**src/hdl/qmn_pkg.sv**
```systemverilog
// Shared constants, types and sideband record for the normalized quaternion product.
// No dependencies; every other file of the block refers to this package by scoped name.
package qmn_pkg;

   localparam int FRAC_BITS  = 30;   // fraction bits of every component
   localparam int COMP_W     = 32;
   localparam int MAG_W      = 35;   // |rounded product component|
   localparam int MANT_W     = 30;   // normalized mantissa
   localparam int ROOT_W     = 32;   // isqrt result bits, one per stage
   localparam int NUM_W      = 64;   // divider dividend
   localparam int DEN_W      = 33;   // divider divisor
   localparam int QUO_W      = 34;   // divider quotient bits, one per stage
   localparam int BAND_W     = 31;
   localparam int SCALE_FRAC = 32;   // scale and quotients are Q.32

   localparam logic [BAND_W-1:0] BAND_RESET = 31'd1048576;
   localparam logic [NUM_W-1:0]  SCALE_NUM  = 64'h8000_0000_0000_0000;

   typedef logic signed [COMP_W-1:0] comp_type;
   typedef logic [MANT_W-1:0]        mant_type;
   typedef logic signed [6:0]        expo_type;
   typedef logic [QUO_W-1:0]         quo_type;

   // travels with an item from normalization to the output stage
   typedef struct packed {
      logic                  valid;
      logic                  zero;
      logic                  inband;
      logic [3:0]            neg;
      expo_type              e;
      mant_type [3:0]        n;
      logic [DEN_W-1:0]      den;
   } side_type;

   typedef struct packed {
      side_type              side;
      logic [NUM_W-1:0]      sq4;    // four times the mantissa sum of squares
   } front_type;

endpackage

```
**src/hdl/qmn_isqrt.sv**
```systemverilog
// Pipelined integer square root, one result bit per register stage.
// Uses qmn_pkg for the result width.
module qmn_isqrt (
   input  logic                          clock,
   input  logic                          en,
   input  logic [63:0]                   radicand,
   output logic [qmn_pkg::ROOT_W-1:0]    root
);

   logic [63:0] v_ff [qmn_pkg::ROOT_W];
   logic [63:0] r_ff [qmn_pkg::ROOT_W];

   for (genvar g = 0; g < qmn_pkg::ROOT_W; g++) begin : g_step
      localparam logic [63:0] BIT = 64'h1 << (2*qmn_pkg::ROOT_W - 2 - 2*g);
      logic [63:0] v_cur, r_cur, v_in, r_in;
      logic [64:0] trial;

      if (g == 0) begin : g_first
         assign v_cur = radicand;
         assign r_cur = '0;
      end else begin : g_next
         assign v_cur = v_ff[g-1];
         assign r_cur = r_ff[g-1];
      end

      always_comb begin
         trial = {1'b0, r_cur} + {1'b0, BIT};
         if ({1'b0, v_cur} >= trial) begin
            v_in = v_cur - trial[63:0];
            r_in = (r_cur >> 1) + BIT;
         end else begin
            v_in = v_cur;
            r_in = r_cur >> 1;
         end
      end

      always_ff @(posedge clock) begin
         if (en) begin
            v_ff[g] <= v_in;
            r_ff[g] <= r_in;
         end
      end
   end

   assign root = r_ff[qmn_pkg::ROOT_W-1][qmn_pkg::ROOT_W-1:0];

endmodule

```
**config.mk**
```make
export PLATFORM = sky130hd
export DESIGN_NAME = qmn_isqrt
export DESIGN_NICKNAME = d
export VERILOG_FILES = /design/src/hdl/qmn_pkg.sv /design/src/hdl/qmn_isqrt.sv
export SDC_FILE = /design/constraint.sdc
export NUM_CORES = 2
export LEC_CHECK = 0
export ABC_AREA = 0
export BUFFER_PORTS_ARGS = -buffer_cell sky130_fd_sc_hd__buf_4
export CAP_MARGIN = 5
export CORE_MARGIN = 10
export CORE_UTILIZATION = 35
export DETAILED_ROUTE_END_ITERATION = 10
export HOLD_SLACK_MARGIN = 0.05
export MAX_ROUTING_LAYER = met4
export SKIP_LAST_GASP = 1
export SYNTH_ARGS = -nofsm -noshare
export SYNTH_HDL_FRONTEND = slang
export SYNTH_SLANG_ARGS = --single-unit
```
**constraint.sdc**
```tcl
create_clock -name clock -period 6.99 [get_ports clock]
set_input_delay 0.3495 -clock clock [delete_from_list [all_inputs] [get_ports clock]]
set_output_delay 0.3495 -clock clock [all_outputs]
set_load 0.005 [all_outputs]
```
==> impl_results.md <==
- Post-synth top cells: 2512 x sky130_fd_sc_hd__edfxtp_1, 697 x sky130_fd_sc_hd__inv_1, 634 x sky130_fd_sc_hd__a21oi_1, 632 x sky130_fd_sc_hd__nor2_1, 624 x sky130_fd_sc_hd__nand2_1
- Sequential element share of the synthesized area: between 60% and 70%
- Net switching power figure: ~13 mW
- Die extent in y: just over 600 um
- Global-route wire length before repair: 456400 um
- Final worst-path cycle share: a little under three quarters
- Number of instances resized during post-cts repair: 0
- Worst R2R Start: v_ff[1][424]$_DFFE_PP_
- Minimum setup slack among reg-to-reg paths: slightly below 2 ns
- Nature of the critical path startpoint: flip-flop
- Starting Density: a little over a third
- Number of clock buffers inserted by TritonCTS: approximately 270
- Die X-Extent: around 600 um
- Unrepaired setup endpoints after global routing: false
- Clk sinks: between 2000 and 3000
- Tightest Pin Transition: 1.232 ns
- Setup Crit Path Kind: reg2reg
- Number of flops mapped to enable cells by yosys: around 2500
- Part of the total power dissipated in combinational logic: 21.4%
- Number of vias per cell after detailed routing: between 5 and 6
- Number of ports placed on the die boundary: just under 100
- Top cells by area, synth: sky130_fd_sc_hd__edfxtp_1 63%, sky130_fd_sc_hd__ha_1 5.8%, sky130_fd_sc_hd__xnor2_1 3.4%, sky130_fd_sc_hd__xor2_1 3.0%, sky130_fd_sc_hd__a21oi_1 2.6%
- Part of the total power dissipated in sequential elements: a little under half
- DRC violation count after routing: 0
- Filler Cell Count: 31650
- Worst hold path stage count: 2
- Crit. End Element: flip-flop
- Area fraction of the dominant cell type after synthesis: between 60% and 70%
- Ys flop type: sky130_fd_sc_hd__edfxtp_1
- Synthesized netlist cell count: 9587
- Outcome: finished, final reports clean
- Dpl hpwl: between 200000 and 250000 um
- Fraction of registers with async set or reset after synthesis: 0%
- Startpoint of the most critical setup path: v_ff[1][424]$_DFFE_PP_
- Post-synthesis instance area: 0.1202 sq mm
- P_int: 30.95 mW
- Type of the worst min-delay path: in2reg
- Placeable core region: approximately 0.34 sq mm
- Total grt overflow: 0
- Vias: around 76000
- RePlAce Congestion: approximately 0.96
- Endpoint of the worst setup timing path: v_ff[1][500]$_DFFE_PP_
- Via count of the first global-routing pass: roughly 78000
- H-tree depth: 5
- DRC marker count from the first detailed-route iteration: 5605
- CTS tree: done
- Count of port buffers added during placement: 97
- Average cell area after synthesis: around 13 sq um
- Switching power as a share of total power: between 20 and 30%
- Clock group share of total power: 31.6%
- Initial antenna violation count: 4
- Length of the first detailed-routing pass in iterations: 6
- Total die area: 0.3674 sq mm
- Footprint of the multi-input gates: between 0.04 and 0.05 sq mm
- Root buffer selected by CTS: sky130_fd_sc_hd__clkbuf_16
- Total count of max-transition violations in the final report: 0
- Largest fanout on the critical path: 44
- Largest area contributor in the synthesized netlist: sky130_fd_sc_hd__edfxtp_1
- Clk_lat worst skew: roughly 0.89 ns
- Total setup violations reported at the end of the flow: 0
- Final ANT Viol Nets: 0
- Most instantiated library cell after synthesis: sky130_fd_sc_hd__edfxtp_1
- Critical path data required time: between 7 and 8 ns
- Synth-to-Final Area Change: 13.05%
- Number of nets in the finished design: 10520
- Yosys cell types: between 90 and 100
- Share of final-layout standard cells stronger than drive strength 1: under 10%
- Total global-route track usage: 16.16%
- Area of all sequential standard cells: 0.07543 sq mm
- CTS clock-pin slew for the worst setup and hold paths: ~0.07 ns
- Max-cap violations: 0
- Total Routed Length: 298000 um
- Post-layout min period: a little over 5 ns
- Relative max-transition margin: 17.10%
- Endpoint of the most critical register-to-register path: v_ff[1][500]$_DFFE_PP_
- TNS Setup: 0 ns
- Final count of hold timing violations: 0
- Worst IR Drop VDD: about 200 uV
- Yosys warning count: 0
- Largest net degree at the start of global routing: roughly 220
- Routed WL per cell: 20.32 um
- Number of post-CTS setup repair buffers: 0
- Count of state elements after synthesis: roughly 2500
- Final worst clock skew: ~0.079 ns
- Achievable frequency: between 0.15 and 0.2 GHz
- Clock buffer depth: 4
- Net count after synthesis: about 10000
- Core Util, Final: 39.70%
- Static power due to leakage: between 50 and 60 nW
- Pwr Density: between 300 and 400 mW/mm^2
- Arrival @ worst endpoint: 5.61 ns
- Count of cells along the worst register-to-register path: 11
- Number of placement rows: 215
[power groups by stage]
stage	logic, mW	registers, mW	clock network [mW]
floorplan	6.77	20.2	0
global placement	9.13	21.0	0
detailed placement	9.27	21.0	0
CTS	9.36	20.7	14.3
global route	10.4	20.9	14.9
finish	9.40	20.7	13.9
[flip-flops by register name, indices dropped and copies added, names as in the netlist]
| register | cells |
|---|---|
| r_ff | 528 |
| v_ff | 1984 |
[layout make-up]
| cell class | instances | share of cell area [%] |
|---|---|---|
| Antenna cell | 4 | 0.007363 |
| Tap cell | 4557 | 4.194 |
| Timing Repair Buffer | 223 | 1.463 |
| Sequential cell | 2512 | 55.49 |
| Clock buffer | 327 | 5.268 |
| Inverter | 704 | 1.944 |
| Multi-Input combinational cell | 6184 | 30.63 |
| Clock inverter | 151 | 1.009 |
[routing by layer]
layer | up-vias | GRT usage [%] | wire [um]
li1 | 36480 | - | -
met1 | 37190 | 15.92 | 106900
met2 | 1817 | 31.21 | 164100
met3 | 725 | 1.827 | 10130
met4 | 0 | 7.893 | 16790
met5 | - | - | 0
[worst min-delay path by stage]
| stage | from | end | slack (ns) |
|---|---|---|---|
| global placement | v_ff[0][655]$_DFFE_PP_ | v_ff[0][719]$_DFFE_PP_ | 0.43 |
| finish | radicand[31] | v_ff[0][31]$_DFFE_PP_ | 0.17 |
| detailed placement | v_ff[1][67]$_DFFE_PP_ | v_ff[1][131]$_DFFE_PP_ | 0.43 |
| CTS | radicand[2] | v_ff[0][2]$_DFFE_PP_ | 0.09 |
| floorplan | v_ff[0][799]$_DFFE_PP_ | v_ff[0][863]$_DFFE_PP_ | 0.42 |
| global route | radicand[60] | v_ff[0][60]$_DFFE_PP_ | 0.13 |
[cell families after synthesis]
logic type	share of synthesized area (%)
AOI/OAI and AO/OA	9.173
xor gates and xnor gates	6.439
adders and majority gates	5.806
buffers and inverters	2.788
DFF	62.73
muxes	0.9104
and+or+nand+nor	12.15
[cell usage in the layout, fill, tap and decap left out, types with 33 or more instances in the layout]
master                          Yosys  routed
sky130_fd_sc_hd__xnor2_1          467     467
sky130_fd_sc_hd__and2_1            39      39
sky130_fd_sc_hd__o21a_1            81      81
sky130_fd_sc_hd__nor4b_1           37      37
sky130_fd_sc_hd__nand3_1          168     168
sky130_fd_sc_hd__a211oi_1          42      41
sky130_fd_sc_hd__buf_4              0     142
sky130_fd_sc_hd__clkinv_2           0      47
sky130_fd_sc_hd__clkbuf_16          0     279
sky130_fd_sc_hd__a21o_1           219     219
sky130_fd_sc_hd__clkbuf_1         172      48
sky130_fd_sc_hd__o21bai_1          64      64
sky130_fd_sc_hd__ha_1             558     558
sky130_fd_sc_hd__nor2_1           632     632
sky130_fd_sc_hd__nand2_1          624     624
sky130_fd_sc_hd__o21ai_0          393     393
sky130_fd_sc_hd__nand2b_1         100     100
sky130_fd_sc_hd__or2_2             33      33
sky130_fd_sc_hd__nand3b_1          33      33
sky130_fd_sc_hd__clkinv_1           0      53
sky130_fd_sc_hd__mux2_2            69      69
sky130_fd_sc_hd__a21oi_1          634     634
sky130_fd_sc_hd__o21ai_1           57      56
sky130_fd_sc_hd__nand4_1          168     168
sky130_fd_sc_hd__or4_1             84      84
sky130_fd_sc_hd__or3_1             88      88
sky130_fd_sc_hd__a31oi_1           45      45
sky130_fd_sc_hd__inv_1            697     697
sky130_fd_sc_hd__xor2_1           417     417
sky130_fd_sc_hd__and3_1            42      42
sky130_fd_sc_hd__nor2b_1           80      80
sky130_fd_sc_hd__edfxtp_1        2512    2512
sky130_fd_sc_hd__nor3_1           258     257
sky130_fd_sc_hd__o31ai_1           39      38
sky130_fd_sc_hd__dlygate4sd3_1      0      66
sky130_fd_sc_hd__nor4_1           356     351
[timing repair]
| action | CTS | global route |
|---|---|---|
| setup endpoints to repair | 0 | 0 |
| hold endpoints to repair | 124 | 0 |
| hold buffers | 66 | 0 |
[worst max-delay path, cell delays in order, from the launching register on]
cell	delay, ns
sky130_fd_sc_hd__edfxtp_1	0.41
sky130_fd_sc_hd__ha_1	0.38
sky130_fd_sc_hd__nand2_1	0.17
sky130_fd_sc_hd__nor4_1	1.05
sky130_fd_sc_hd__nand4_1	0.43
sky130_fd_sc_hd__nand3_1	0.34
sky130_fd_sc_hd__a21oi_4	0.12
sky130_fd_sc_hd__inv_2	0.67
sky130_fd_sc_hd__o211ai_1	0.27
sky130_fd_sc_hd__nor4_1	0.58
sky130_fd_sc_hd__nand3b_1	0.18
sky130_fd_sc_hd__xnor2_1	0.15
[stage by stage]
stage / total power [mW] / hold WS (ns) / instances / setup slack, ns / instance area (sq um)
after floorplan: 27.01 / 0.4166 / 9587 / 3.413 / 120200
after global placement: 30.09 / 0.4252 / 14110 / 2.152 / 126700
after detailed placement: 30.27 / 0.4252 / 14110 / 2.092 / 126700
after CTS: 44.36 / 0.08896 / 14660 / 2.064 / 135900
after global routing: 46.22 / 0.1273 / 14660 / 1.653 / 135900
final: 44.03 / 0.1684 / 14660 / 1.962 / 135900
(Power assumes the default switching activity.)
